--- src/rtl/dehs_pkg.sv ---
`default_nettype none
// ----------------------------------------------------------------------------
// Drive-enable handshake package
// Shared word types, mode encodings, operation codes and register map.
// ----------------------------------------------------------------------------
package dehs_pkg;

    localparam int unsigned COUNT_W  = 16;
    localparam int unsigned PADDR_W  = 3;
    localparam int unsigned PDATA_W  = 32;

    localparam logic [COUNT_W-1:0] COUNT_MAX = {COUNT_W{1'b1}};

    // Operation codes of an input word
    localparam logic [1:0] OP_FEEDBACK  = 2'd0;
    localparam logic [1:0] OP_CTRL_SENT = 2'd1;
    localparam logic [1:0] OP_STAT_SENT = 2'd2;
    localparam logic [1:0] OP_USER_REQ  = 2'd3;

    // Mode codes as seen on the result word
    localparam logic [1:0] MODE_DISABLED  = 2'd0;
    localparam logic [1:0] MODE_REQUESTED = 2'd1;
    localparam logic [1:0] MODE_SENT      = 2'd2;
    localparam logic [1:0] MODE_ENABLED   = 2'd3;

    // Register indexes
    localparam logic REG_DEBOUNCE = 1'b0;

    typedef enum logic [3:0] {
        ST_DISABLED  = 4'b0001,
        ST_REQUESTED = 4'b0010,
        ST_SENT      = 4'b0100,
        ST_ENABLED   = 4'b1000
    } t_mode_state;

    typedef struct packed {
        logic [1:0] operation;
        logic       flag;
    } t_in_word;

    typedef struct packed {
        logic [1:0] mode;
        logic       is_enabled;
    } t_out_word;

    // Handshake context carried from event to event
    typedef struct packed {
        t_mode_state        state;
        logic               control_seen;
        logic               status_cmd_seen;
        logic [COUNT_W-1:0] disabled_count;
    } t_ctx;

    localparam t_ctx CTX_CLEAR = '{
        state:           ST_DISABLED,
        control_seen:    1'b0,
        status_cmd_seen: 1'b0,
        disabled_count:  '0
    };

    function automatic logic [1:0] mode_code(input t_mode_state st);
        logic [1:0] code;
        case (st)
            ST_DISABLED:  code = MODE_DISABLED;
            ST_REQUESTED: code = MODE_REQUESTED;
            ST_SENT:      code = MODE_SENT;
            ST_ENABLED:   code = MODE_ENABLED;
            default:      code = MODE_DISABLED;
        endcase
        return code;
    endfunction

endpackage
`default_nettype wire

--- src/rtl/dehs_cfg_regs.sv ---
`default_nettype none
// ----------------------------------------------------------------------------
// Drive-enable handshake configuration registers
// APB-style register file holding the disabled-feedback debounce threshold.
// ----------------------------------------------------------------------------
module dehs_cfg_regs (
    input  wire logic                          i_clk,
    input  wire logic                          i_rst_n,
    input  wire logic                          psel,
    input  wire logic                          penable,
    input  wire logic                          pwrite,
    input  wire logic [dehs_pkg::PADDR_W-1:0]  paddr,
    input  wire logic [dehs_pkg::PDATA_W-1:0]  pwdata,
    output logic      [dehs_pkg::PDATA_W-1:0]  prdata,
    output logic                               pready,
    output logic      [dehs_pkg::COUNT_W-1:0]  o_threshold
);
    import dehs_pkg::*;

    logic               reg_index;
    logic               wr_en;
    logic [COUNT_W-1:0] r_threshold;

    // Decode word address
    assign reg_index = paddr[PADDR_W-1];
    assign wr_en     = psel && penable && pwrite && (reg_index == REG_DEBOUNCE);
    assign pready    = 1'b1;

    // Hold threshold, update on access phase
    always_ff @(posedge i_clk) begin
        if (!i_rst_n) begin
            r_threshold <= '0;
        end else if (wr_en) begin
            r_threshold <= pwdata[COUNT_W-1:0];
        end
    end

    // Read back
    always_comb begin
        prdata = '0;
        if (reg_index == REG_DEBOUNCE) begin
            prdata = {{(PDATA_W-COUNT_W){1'b0}}, r_threshold};
        end
    end

    assign o_threshold = r_threshold;

endmodule
`default_nettype wire

--- src/rtl/dehs_step.sv ---
`default_nettype none
// ----------------------------------------------------------------------------
// Drive-enable handshake step logic
// Next context and result word for one event, from the current context.
// ----------------------------------------------------------------------------
module dehs_step (
    input  wire dehs_pkg::t_in_word            i_word,
    input  wire dehs_pkg::t_ctx                i_ctx,
    input  wire logic [dehs_pkg::COUNT_W-1:0]  i_threshold,
    output dehs_pkg::t_ctx                     o_ctx,
    output dehs_pkg::t_out_word                o_word
);
    import dehs_pkg::*;

    logic               both_seen;
    logic [COUNT_W-1:0] count_inc;
    t_ctx               nxt;

    assign both_seen = (i_ctx.state == ST_REQUESTED) && i_ctx.control_seen
                       && i_ctx.status_cmd_seen;

    // Saturate the disabled-feedback count
    assign count_inc = (i_ctx.disabled_count == COUNT_MAX) ? i_ctx.disabled_count
                       : i_ctx.disabled_count + COUNT_W'(1);

    // Advance the handshake
    always_comb begin
        nxt = i_ctx;
        case (i_word.operation)
            OP_FEEDBACK: begin
                if (i_word.flag) begin
                    if (i_ctx.state == ST_SENT) begin
                        nxt.state          = ST_ENABLED;
                        nxt.disabled_count = '0;
                    end
                end else if (i_ctx.state == ST_SENT) begin
                    if (count_inc > i_threshold) begin
                        nxt = CTX_CLEAR;
                    end else begin
                        nxt.disabled_count = count_inc;
                    end
                end else if (i_ctx.state == ST_ENABLED) begin
                    nxt = CTX_CLEAR;
                end
            end
            OP_CTRL_SENT: begin
                if (both_seen) begin
                    nxt.state = ST_SENT;
                end else if (i_ctx.state == ST_REQUESTED) begin
                    nxt.control_seen = 1'b1;
                end
            end
            OP_STAT_SENT: begin
                if (both_seen) begin
                    nxt.state = ST_SENT;
                end else if (i_ctx.state == ST_REQUESTED) begin
                    nxt.status_cmd_seen = 1'b1;
                end
            end
            OP_USER_REQ: begin
                if (i_word.flag) begin
                    if (i_ctx.state == ST_DISABLED) begin
                        nxt.state = ST_REQUESTED;
                    end
                end else begin
                    nxt = CTX_CLEAR;
                end
            end
            default: begin
                nxt = i_ctx;
            end
        endcase
    end

    assign o_ctx             = nxt;
    assign o_word.mode       = mode_code(nxt.state);
    assign o_word.is_enabled = (nxt.state == ST_ENABLED) || (nxt.state == ST_SENT)
                               || ((nxt.state == ST_REQUESTED) && nxt.control_seen
                                   && nxt.status_cmd_seen);

endmodule
`default_nettype wire

--- src/rtl/drive_enable_handshake_fsm_core.sv ---
`default_nettype none
// ----------------------------------------------------------------------------
// Drive-enable handshake tracker
// Follows a drive-by-wire enable handshake; one result word per event word.
//
//   channel   | direction | handshake          | word
//   ----------+-----------+--------------------+---------------------------
//   event in  | in        | i_valid / o_ready  | i_data (operation, flag)
//   result    | out       | o_valid / i_ready  | o_data (mode, is_enabled)
//   config    | in        | APB psel/penable   | pwdata, debounce threshold
//
// One event word per cycle while results are taken; an accepted word passes
// an input register, then the step logic into the result register.
// Synchronous active-low reset clears the context, threshold and valid flags.
// A stalled result holds the result register; the input register takes one
// more word while it is empty, then o_ready drops until the result is taken.
// ----------------------------------------------------------------------------
module drive_enable_handshake_fsm_core (
    input  wire logic                          i_clk,
    input  wire logic                          i_rst_n,
    input  wire logic                          i_valid,
    output logic                               o_ready,
    input  wire dehs_pkg::t_in_word            i_data,
    output logic                               o_valid,
    input  wire logic                          i_ready,
    output dehs_pkg::t_out_word                o_data,
    input  wire logic                          psel,
    input  wire logic                          penable,
    input  wire logic                          pwrite,
    input  wire logic [dehs_pkg::PADDR_W-1:0]  paddr,
    input  wire logic [dehs_pkg::PDATA_W-1:0]  pwdata,
    output logic      [dehs_pkg::PDATA_W-1:0]  prdata,
    output logic                               pready
);
    import dehs_pkg::*;

    logic               r_in_valid;
    t_in_word           r_in_word;
    logic               r_out_valid;
    t_out_word          r_out_word;
    t_ctx               r_ctx;
    t_ctx               n_ctx;
    t_out_word          n_out_word;
    logic [COUNT_W-1:0] threshold;
    logic               advance;
    logic               fire;

    dehs_cfg_regs u_cfg (
        .i_clk       (i_clk),
        .i_rst_n     (i_rst_n),
        .psel        (psel),
        .penable     (penable),
        .pwrite      (pwrite),
        .paddr       (paddr),
        .pwdata      (pwdata),
        .prdata      (prdata),
        .pready      (pready),
        .o_threshold (threshold)
    );

    dehs_step u_step (
        .i_word      (r_in_word),
        .i_ctx       (r_ctx),
        .i_threshold (threshold),
        .o_ctx       (n_ctx),
        .o_word      (n_out_word)
    );

    // Pipeline flow control
    assign advance = !r_out_valid || i_ready;
    assign fire    = r_in_valid && advance;
    assign o_ready = !r_in_valid || advance;

    // Capture event word
    always_ff @(posedge i_clk) begin
        if (!i_rst_n) begin
            r_in_valid <= 1'b0;
        end else if (o_ready) begin
            r_in_valid <= i_valid;
        end
    end

    always_ff @(posedge i_clk) begin
        if (o_ready && i_valid) begin
            r_in_word <= i_data;
        end
    end

    // Advance context on each processed event
    always_ff @(posedge i_clk) begin
        if (!i_rst_n) begin
            r_ctx <= CTX_CLEAR;
        end else if (fire) begin
            r_ctx <= n_ctx;
        end
    end

    // Hold result word until taken
    always_ff @(posedge i_clk) begin
        if (!i_rst_n) begin
            r_out_valid <= 1'b0;
        end else if (advance) begin
            r_out_valid <= r_in_valid;
        end
    end

    always_ff @(posedge i_clk) begin
        if (fire) begin
            r_out_word <= n_out_word;
        end
    end

    assign o_valid = r_out_valid;
    assign o_data  = r_out_word;

`ifndef ASSERT_OFF
    a_enabled_flag: assert property (@(posedge i_clk) disable iff (!i_rst_n)
        o_valid && (o_data.mode == MODE_ENABLED || o_data.mode == MODE_SENT)
        |-> o_data.is_enabled)
        else $error("result in sent or enabled mode without enabled flag");

    a_count_only_sent: assert property (@(posedge i_clk) disable iff (!i_rst_n)
        r_ctx.state != ST_SENT |-> r_ctx.disabled_count == '0)
        else $error("disabled count nonzero outside enable sent");

    a_seen_clear: assert property (@(posedge i_clk) disable iff (!i_rst_n)
        r_ctx.state == ST_DISABLED |-> !r_ctx.control_seen && !r_ctx.status_cmd_seen)
        else $error("command seen bits set while disabled");

    a_stall_needs_word: assert property (@(posedge i_clk) disable iff (!i_rst_n)
        !o_ready |-> r_in_valid && r_out_valid)
        else $error("input stalled with an empty stage");
`endif

endmodule
`default_nettype wire

--- config.mk ---
export PLATFORM = sky130hd
export DESIGN_NAME = drive_enable_handshake_fsm_core
export DESIGN_NICKNAME = d
export VERILOG_FILES = /design/src/rtl/dehs_pkg.sv /design/src/rtl/dehs_cfg_regs.sv /design/src/rtl/dehs_step.sv /design/src/rtl/drive_enable_handshake_fsm_core.sv
export SDC_FILE = /design/constraint.sdc
export NUM_CORES = 1
export LEC_CHECK = 0
export BUFFER_PORTS_ARGS = -buffer_cell sky130_fd_sc_hd__buf_2
export CAP_MARGIN = 20
export CORE_MARGIN = 1.5
export CORE_UTILIZATION = 55
export CTS_BUF_LIST = sky130_fd_sc_hd__clkbuf_8
export DETAILED_ROUTE_END_ITERATION = 16
export GPL_TIMING_DRIVEN = 0
export PLACE_DENSITY_LB_ADDON = 0.25
export SLEW_MARGIN = 15
export SYNTH_ARGS = -nofsm -noshare
export SYNTH_HDL_FRONTEND = slang
export SYNTH_SLANG_ARGS = --single-unit
--- constraint.sdc ---
create_clock -name i_clk -period 5.2 [get_ports i_clk]
set_input_delay 0.78 -clock i_clk [delete_from_list [all_inputs] [get_ports i_clk]]
set_output_delay 0.78 -clock i_clk [all_outputs]
set_load 0.01 [all_outputs]
**Word level (Yosys, flattened, before mapping)**

Cells that the tools add are included.
Widths: inputs -> output; s select.

- Add/subtract/negate cells: 1
- Bitwise operators: 1
- Reduce and logical (&&, ||, !) cells: 19
- Eq/ne operators: 14
- Muxes and demuxes: 24
- Magnitude comparators: 1

Operator list:

| kind | count |
|---|---|
| $mux 16 | 5 |
| $mux 22 | 2 |
| $pmux 16 s2 | 1 |
| $mux 4 | 5 |
| $mux 18 | 1 |
| $add 16x1->16 const B | 1 |
| $eq 16x16->1 const B | 1 |
| $gt 16x16->1 | 1 |
| $pmux 4 s3 | 1 |
| $logic_and 1x1->1 | 9 |
| $eq 4x2->1 const B | 2 |
| $eq 4x3->1 const B | 2 |
| $eq 4x4->1 const B | 2 |
| $mux 6 | 1 |
| $pmux 1 s3 | 2 |
| $pmux 2 s3 | 1 |
| $reduce_and 5->1 | 1 |
| $eq 2x2->1 const B | 2 |
| $eq 4x1->1 const B | 1 |
| $logic_or 1x1->1 | 4 |
| $mux 1 | 4 |
| $ne 3x1->1 const B | 1 |
| $ne 3x2->1 const B | 1 |
| $eq 2x1->1 const B | 1 |
| other kinds (7) | 8 |

- Word-level logic and storage cells: 71
- Output and inout port bits: 38
- Bits in registers: 46

**Longest topological paths before layout**

Gate-level depths: netlist of the first run.

- Depth after elaboration: 11
- Depth in mapped cells: 17

**Modules after synthesis**

From an unflattened synthesis of the first run, not the netlist that was laid out.

- Cell total of the unflattened synthesis: 436
- Area total of the unflattened synthesis: 3505.9 um^2

By module, submodules not included:

| module | area an instance (um^2) | times used | cells each |
|---|---|---|---|
| dehs_step | 1421.4 | 1 | 219 |
| drive_enable_handshake_fsm_core | 1177.4 | 1 | 111 |
| dehs_cfg_regs | 907.1 | 1 | 106 |

**Least setup slack after synthesis of the first run**

No wires, ideal clock.

- Path kind: flip-flop to flip-flop
- Start: register r_ctx[2] (netlist bit)
- End: register r_out_word (netlist bit o_data[1]), data pin
- Slack: 1.750 ns
- Arrival time: 3.281 ns
- Stages on the path, launching flop included: 15
- Library setup time: 0.169 ns
- Buffers on the path: 0
- Data required time: 5.031 ns
- Cell sequence: dfxtp_1 nand4_1 nor3_2 nand2_1 nor3_2 nor4b_1 xor2_1 ha_1 a21oi_2 o21ai_1 and4_4 or4_4 a31o_1 a2bb2oi_2 nor4b_2

RTL lines:

| item | RTL line | text |
|---|---|---|
| start, declared | drive_enable_handshake_fsm_core.sv:41 | `t_ctx r_ctx;` |
| start signal, assigned | drive_enable_handshake_fsm_core.sv:94 | `r_ctx <= n_ctx;` |
| end signal, assigned | drive_enable_handshake_fsm_core.sv:109 | `r_out_word <= n_out_word;` |
| end, declared | drive_enable_handshake_fsm_core.sv:40 | `t_out_word r_out_word;` |

==> metrics.md, run 1 <==
| Metric | Value |
|---|---|
| Outcome | completed |
| Residual DRC | 0 |
| DIE AREA | 5947 um2 |
| Maximum vdd drop | 0.1408 mV |
| P per Cell Area | 195.1 nW/um2 |
| Most common cell after layout, fill and taps aside | nand2_1 |
| Clock Latency Late Sink | 0.30 ns |
| Main flop type after synthesis | dfxtp_1 |
| Vias in the first global route | 2391 |
| Gr ovfl total | 0 |
| Max_cap viols | 0 |
| Hold_buf cts | 0 |
| Register area share after synthesis | 32.46% |
| LEAKAGE | 1.519 nW |
| Number of stages on the worst setup path | 14 |
| Total Neg Setup Slack | 0 ns |
| DP HPWL | 4.951 mm |
| Reg2reg start | r_ctx[2] |
| Post-DRT Antenna Nets | 0 |
| Total Wirelength | 6.391 mm |
| CTS tree | built |
| Bufs and invs on worst path | 0 |
| DR WL/cell | 12.56 um |
| Avg Cell Area, Syn | 8.167 um2 |
| Post-CTS sizing | 0 |
| Setup Skew | 0.009681 ns |
| RR Endpoint | o_data[1] |
| DR vias | 2691 |
| Family with the most delay on the worst path | simple AND/OR/NAND/NOR gates |
| Final hold vios | 0 |
| Element type at the critical path start | flip-flop |
| Yosys reg bits | 46 |
| Relative slew slack | 63.19% |
| Reg clk slew, reported paths | 0.09 ns |
| Area grow syn2layout | 15.03% |
| Cell Chain, Critical Path | nand4_1 > nor3_2 > nand2_1 > nor3_2 > nor4_1 > xnor2_1 > ha_1 > a21oi_2 > o21ai_1 > and4_4 > or4_4 > a31o_1 > a2bb2oi_2 > nor4b_2 |
| Vias/cell | 5.287 |
| Post-synth EDFFs | 6 |
| Req. time, crit path | 5.33 ns |
| Clk sinks | 46 |
| Multiplexer share of the synthesized area | 1.781% |
| Fin area | 3476 um2 |
| Most frequent cells in the layout | nand2_1, buf_2, dfxtp_1 |
| Setup crit end | o_data[1] |
| First-pass GRT wire length | 10.75 mm |
| Largest net degree at the start of global routing | 14 |
| Critical path endpoint category | flip-flop |
| Largest family of logic cells by synthesized area | simple AND/OR/NAND/NOR gates |
| CTS Root Cell | clkbuf_8 |
| Worst-path fanout max | 7 |
| Post-synth ARST share | 0% |
| Die Height | 77.12 um |
| Die X | 77.12 um |
| HP Class | flip-flop to flip-flop |
| CP max stage cell | or4_4 |
| Fmax | 252.9 MHz |
| Iter 0 DRT Violations | 198 |
| Most used cell, CP | nor3_2 |
| Postcts setup bufs | 0 |
| Final core occ | 66.78% |
| Number of nets in the layout | 504 |
| Fin crit share | 76.04% |
| Rows | 26 |
| Final slew viol count | 0 |
| Initial antenna violation count | 0 |
| Ys Warns | 0 |
| R2r setup slk | 1.25 ns |
| Crit path from | r_ctx[2] |
| Synth Area in Simple Gates | 25.34% |
| Post-Synthesis Cells | 370 |
| Slowest stage delay, CP | 0.55 ns |
| Min Tclk post-route | 3.954 ns |
| Unique masters post-synth | 61 |
| IO buf count | 46 |
| Inserted Clock Buffers | 5 |
| Placed Cells | 501 |
| R2R cell count | 14 |
| Post-synthesis xor/xnor area fraction | 2.899% |
| Adder-cell share of the synthesized area | 8.696% |
| H-tree depth | 2 |
| Gpl congestion | 0.9008 |
| Antenna cells | 0 |
| Final setup viols | 0 |
| Placeable Area | 5205 um2 |
| Maximum clock path buffer count | 2 |
| Critical Path AT | 4.08 ns |
| First-pass iteration count of the detailed router | 4 |
| I/O Pins | 83 |
| Critical path type | flip-flop to flip-flop |
| Post-synthesis compound-gate area fraction | 17.81% |
| Placement Cell Area | 3396 um2 |
| Worst Tran Pin Value | 0.5497 ns |
| Final cell count without fillers | 509 |
| Unrepaired setup endpoints after global routing | false |
| Gr usage total | 22.04% |
| Share of layout cells above drive strength 1 | 20.73% |
| Initial core utilization | 58.05% |
| Synthesized area | 3022 um2 |
-- tightest hold or removal path, delay by kind of cell, from the launching register on --
| kind | cells | cell delay [ns] |
|---|---|---|
| AND/OR/NAND/NOR | 1 | 0.05 |
| AO/OA/AOI/OAI | 1 | 0.05 |
| flip-flops | 1 | 0.32 |
-- per-stage QoR --
stage | hold slack, ns | total power, W | setup slack (ns)
final | 0.4598 | 0.0006780 | 1.246
after global routing | 0.4690 | 0.0007039 | 0.9733
after CTS | 0.4583 | 0.0006793 | 1.261
after detailed placement | 0.4465 | 0.0004761 | 1.329
after global placement | 0.4425 | 0.0004738 | 1.374
after floorplan | 0.4363 | 0.0004495 | 1.750
-- per-layer routing --
layer	vias up	share of wire [%]	track usage (%)
li1	1376	-	-
met4	0	0.89	5.273
met3	6	6.3	4.286
met2	87	45	35.00
met5	-	0	0
met1	1222	48	30.69
-- logic make-up (layout without fill, tap and decap cells) --
group / after synthesis / in the layout
AND/OR/NAND/NOR: 149 / 149
AO/OA/AOI/OAI: 77 / 77
buffers and inverters: 60 / 114
flip-flops: 46 / 46
adder cells (fa/ha/maj): 21 / 21
XOR/XNOR: 10 / 10
multiplexers: 5 / 5
other: 2 / 17
-- area by class of cell --
cell class / count / area, um2
repair buffers: 46 / 230.2
well taps: 70 / 87.58
clock buffers: 5 / 68.82
fillers: 457 / 1729
clock inverters: 3 / 11.26
multi-input cells: 279 / 1772
inverters: 28 / 105.1
plain buffers: 32 / 220.2
flip-flops and latches: 46 / 980.9
-- state kept, by name (all words and copies together) (netlist names) --
register / count
o_data: 3
o_valid: 1
r_ctx: 22
r_in_valid: 1
r_in_word: 3
u_cfg.o_threshold: 16
-- power breakdown --
group          internal [W]  switching, W  total [W]  leakage [nW]
sequential         0.000367    0.00000551   0.000373         0.381
clock             0.0000899      0.000119   0.000209        0.0519
combinational     0.0000416     0.0000550  0.0000966          1.09
total              0.000498      0.000180   0.000678          1.52
-- Yosys cell counts, drive strengths merged, types with 2 or more instances --
library cell   n  area [um2]
nand2b         6       37.54
o21ai          5       25.02
a21oi         32       175.2
o22ai          2       12.51
nor2          35       131.4
and3           2       12.51
o21a           3       22.52
nand4          6       43.79
xor2           4       35.03
edfxtp         6       180.2
and4           4       37.54
a31oi          2       12.51
mux2           3       33.78
xnor2          6       52.55
a31o           2       17.52
a22o          14       122.6
dfxtp         40       800.8
and2           5       31.28
mux2i          2       20.02
nor4           3       25.02
clkbuf        10       37.54
nand2         56       210.2
buf           22       182.7
inv           28       105.1
ha            21       262.8
or4            2       18.77
nand3         10       50.05
nor2b          4       25.02
a21o           4       30.03
nor4b          3       47.54
nor3           8       50.05
o211ai         3       22.52
conb           2       7.510
-- worst min path at each step --
stage,from,to,cells past startpoint
4_1_cts,u_cfg.o_threshold[6],u_cfg.o_threshold[6],2
3_3_place_gp,u_cfg.o_threshold[6],u_cfg.o_threshold[6],2
3_5_place_dp,u_cfg.o_threshold[6],u_cfg.o_threshold[6],2
2_1_floorplan,u_cfg.o_threshold[10],u_cfg.o_threshold[10],2
6_report,u_cfg.o_threshold[8],u_cfg.o_threshold[8],2
5_1_grt,u_cfg.o_threshold[3],u_cfg.o_threshold[3],2
No activity file was read; power rests on OpenSTA's default activity.
==> run 2, diff against run 1 <==
- ABC_AREA: not set -> 1
- clock period: 5.2 -> 3.9 ns (I/O delays scaled with it)
==> run 2 against run 1 <==
  * Clock skew up 0.00056 ns
  * Sequential share of layout area barely moved
  * Die area hardly changed
  * Wire length up 3.3%
  * Maximum frequency grew 18%
  * Worst hold slack is essentially flat
  * First-iteration DRC count decreased by 39%
  * Core utilization up 0.072 points
  * Synthesized area is essentially flat
  * Clock-buffer cell count stayed put
  * Cell count grew 13%
  * Critical path depth grew 9
  * Highest routed layer unchanged
==> metrics.md, run 2 <==
| Metric | Value |
|---|---|
| Reg clk slew, reported paths | 0.09 ns |
| Critical path type | flip-flop to flip-flop |
| DP HPWL | 5.272 mm |
| First-pass iteration count of the detailed router | 4 |
| Gr usage total | 23.30% |
| Biggest register | r_ctx |
| IO buf count | 46 |
| DR WL/cell | 11.48 um |
| CTS Root Cell | clkbuf_8 |
| Synthesized area | 3023 um2 |
| Final slew viol count | 0 |
| Area grow syn2layout | 15.11% |
| Antenna cells | 0 |
| Relative slew slack | 65.39% |
| Die X | 77.14 um |
| Multi-input gate area | 1700 um2 |
| Min Tclk post-route | 3.349 ns |
| Crit path from | r_ctx[0] |
| Critical Path AT | 3.57 ns |
| Worst Tran Pin Value | 0.5192 ns |
| Post-Synthesis Cells | 436 |
| Post-synth EDFFs | 6 |
| Ys Warns | 0 |
| Hold_buf cts | 0 |
| Post-synth top cells | nand2_1, a21oi_1, inv_1, nor2_1, dfxtp_1 |
| I/O Pins | 83 |
| Top post-synthesis cells by area | dfxtp_1, nand2_1, ha_1 |
| Initial antenna violation count | 0 |
| Inserted Clock Buffers | 5 |
| Share of layout cells above drive strength 1 | 19.21% |
| HP Class | primary input to flip-flop |
| Critical path endpoint category | flip-flop |
| Setup crit end | r_ctx[6] |
| Reg2reg start | r_ctx[0] |
| FF+latch area | 980.9 um2 |
| Maximum clock path buffer count | 2 |
| Number of nets in the layout | 570 |
| Main flop type after synthesis | dfxtp_1 |
| Post-CTS sizing | 0 |
| Post-DRT Antenna Nets | 0 |
| Yosys reg bits | 46 |
| DR vias | 2855 |
| Final setup viols | 0 |
| Synth area leader | dfxtp_1 |
| Worst-path fanout max | 10 |
| Maximum vdd drop | 0.2128 mV |
| R2r setup slk | 0.55 ns |
| Initial core utilization | 58.08% |
| Req. time, crit path | 4.12 ns |
| P per Cell Area | 266.4 nW/um2 |
| DIE AREA | 5950 um2 |
| Most frequent cells in the layout | nand2_1, inv_1, a21oi_1 |
| First-pass GRT wire length | 11.45 mm |
| Residual DRC | 0 |
| LEAKAGE | 1.651 nW |
| Avg Cell Area, Syn | 6.933 um2 |
| Most frequent cell after synthesis | nand2_1 |
| Clk sinks | 46 |
| Fmax | 298.6 MHz |
| Fin crit share | 85.87% |
| Fill count | 503 |
| Max reg flops | 22 |
| Die Height | 77.14 um |
| Largest net degree at the start of global routing | 15 |
| Setup Skew | 0.01024 ns |
| RR Endpoint | r_ctx[6] |
| Max_cap viols | 0 |
| Post-synth ARST share | 0% |
| Gr ovfl total | 0 |
| Rows | 26 |
| H-tree depth | 2 |
| Clock Latency Late Sink | 0.30 ns |
| Element type at the critical path start | flip-flop |
| Vias in the first global route | 2623 |
| Final hold vios | 0 |
| Yosys top cell area share | 26.49% |
| Total Neg Setup Slack | 0 ns |
| Vias/cell | 4.965 |
| Most common cell after layout, fill and taps aside | nand2_1 |
| Gpl congestion | 0.8854 |
| Unique masters post-synth | 39 |
| Total Wirelength | 6.603 mm |
| Iter 0 DRT Violations | 120 |
| Final core occ | 66.85% |
| Postcts setup bufs | 0 |
| Placement Cell Area | 3397 um2 |
| Register area share after synthesis | 32.45% |
| Placeable Area | 5205 um2 |
| Outcome | completed |
| R2R cell count | 23 |
| Unrepaired setup endpoints after global routing | false |
| CTS tree | built |
| Fin area | 3480 um2 |
## run 2: cell type report
class,instances,area share [%]
tap,70,2.517
buffer,29,5.394
clock buffer,5,1.978
clock inverter,3,0.3955
multi-input combinational,320,48.87
timing repair buffer,46,6.616
inverter,56,6.041
sequential,46,28.19
## run 2: worst min path at each step
| stage | cells past startpoint | slack [ns] | end | start |
|---|---|---|---|---|
| floorplan | 2 | 0.45 | u_cfg.o_threshold[0] | u_cfg.o_threshold[0] |
| global placement | 2 | 0.48 | u_cfg.o_threshold[12] | u_cfg.o_threshold[12] |
| detailed placement | 2 | 0.48 | u_cfg.o_threshold[12] | u_cfg.o_threshold[12] |
| CTS | 1 | 0.45 | r_in_word[1] | i_data[1] |
| global route | 1 | 0.44 | r_in_word[1] | i_data[1] |
| finish | 1 | 0.46 | r_in_word[1] | i_data[1] |
## run 2: kinds of logic (layout without fill, tap and decap cells)
| family | Yosys count | after routing | share of synthesized area [%] |
|---|---|---|---|
| other cells | 2 | 17 | 0.2484 |
| compound gates | 90 | 90 | 15.94 |
| fa+ha+maj | 21 | 21 | 8.692 |
| flops | 46 | 46 | 32.45 |
| simple gates | 186 | 186 | 27.77 |
| xor+xnor | 6 | 6 | 1.739 |
| buf+inv | 85 | 139 | 13.16 |
## run 2: per-layer routing
metal	track usage (%)	vias up	part of all wire (%)
met5	0	-	0
li1	-	1514	-
met2	38.51	91	44
met4	6.000	0	1.2
met3	4.167	9	5.3
met1	31.25	1241	49
## run 2: where the power goes
| part | internal, W | switching, W | leakage, nW | total [W] |
|---|---|---|---|---|
| Clock | 0.000122 | 0.000156 | 0.0491 | 0.000277 |
| Combinational | 0.0000552 | 0.0000898 | 1.22 | 0.000145 |
| Sequential | 0.000495 | 0.00000948 | 0.382 | 0.000505 |
| Total | 0.000672 | 0.000255 | 1.65 | 0.000927 |
## run 2: per-stage QoR
step	hold WS, ns	power (W)	std cells	setup slack [ns]
after detailed placement	0.4807	0.0006586	567	0.5805
after global routing	0.4447	0.0009726	575	0.2112
after global placement	0.4794	0.0006548	567	0.7328
after floorplan	0.4490	0.0006177	451	1.097
final	0.4596	0.0009271	575	0.5511
after CTS	0.4539	0.0009321	575	0.5688
## run 2: critical path, stage by stage, from the launching register on
cell and delay (ns):
dfxtp_1 0.41, ha_1 0.19, nand2_1 0.08, nor2_2 0.13, nand4_1 0.18, nor2_2 0.26, inv_2 0.06, buf_6 0.14
o21ai_1 0.16, ha_1 0.30, nand2_1 0.09, inv_1 0.04, nand2_1 0.06, nand2_1 0.05, nand2_1 0.06, nand2_1 0.05
nand2_1 0.06, nand2_1 0.08, nand2_1 0.09, nand2_1 0.09, nor3_4 0.27, buf_6 0.20, nand2_1 0.08, a21oi_1 0.15
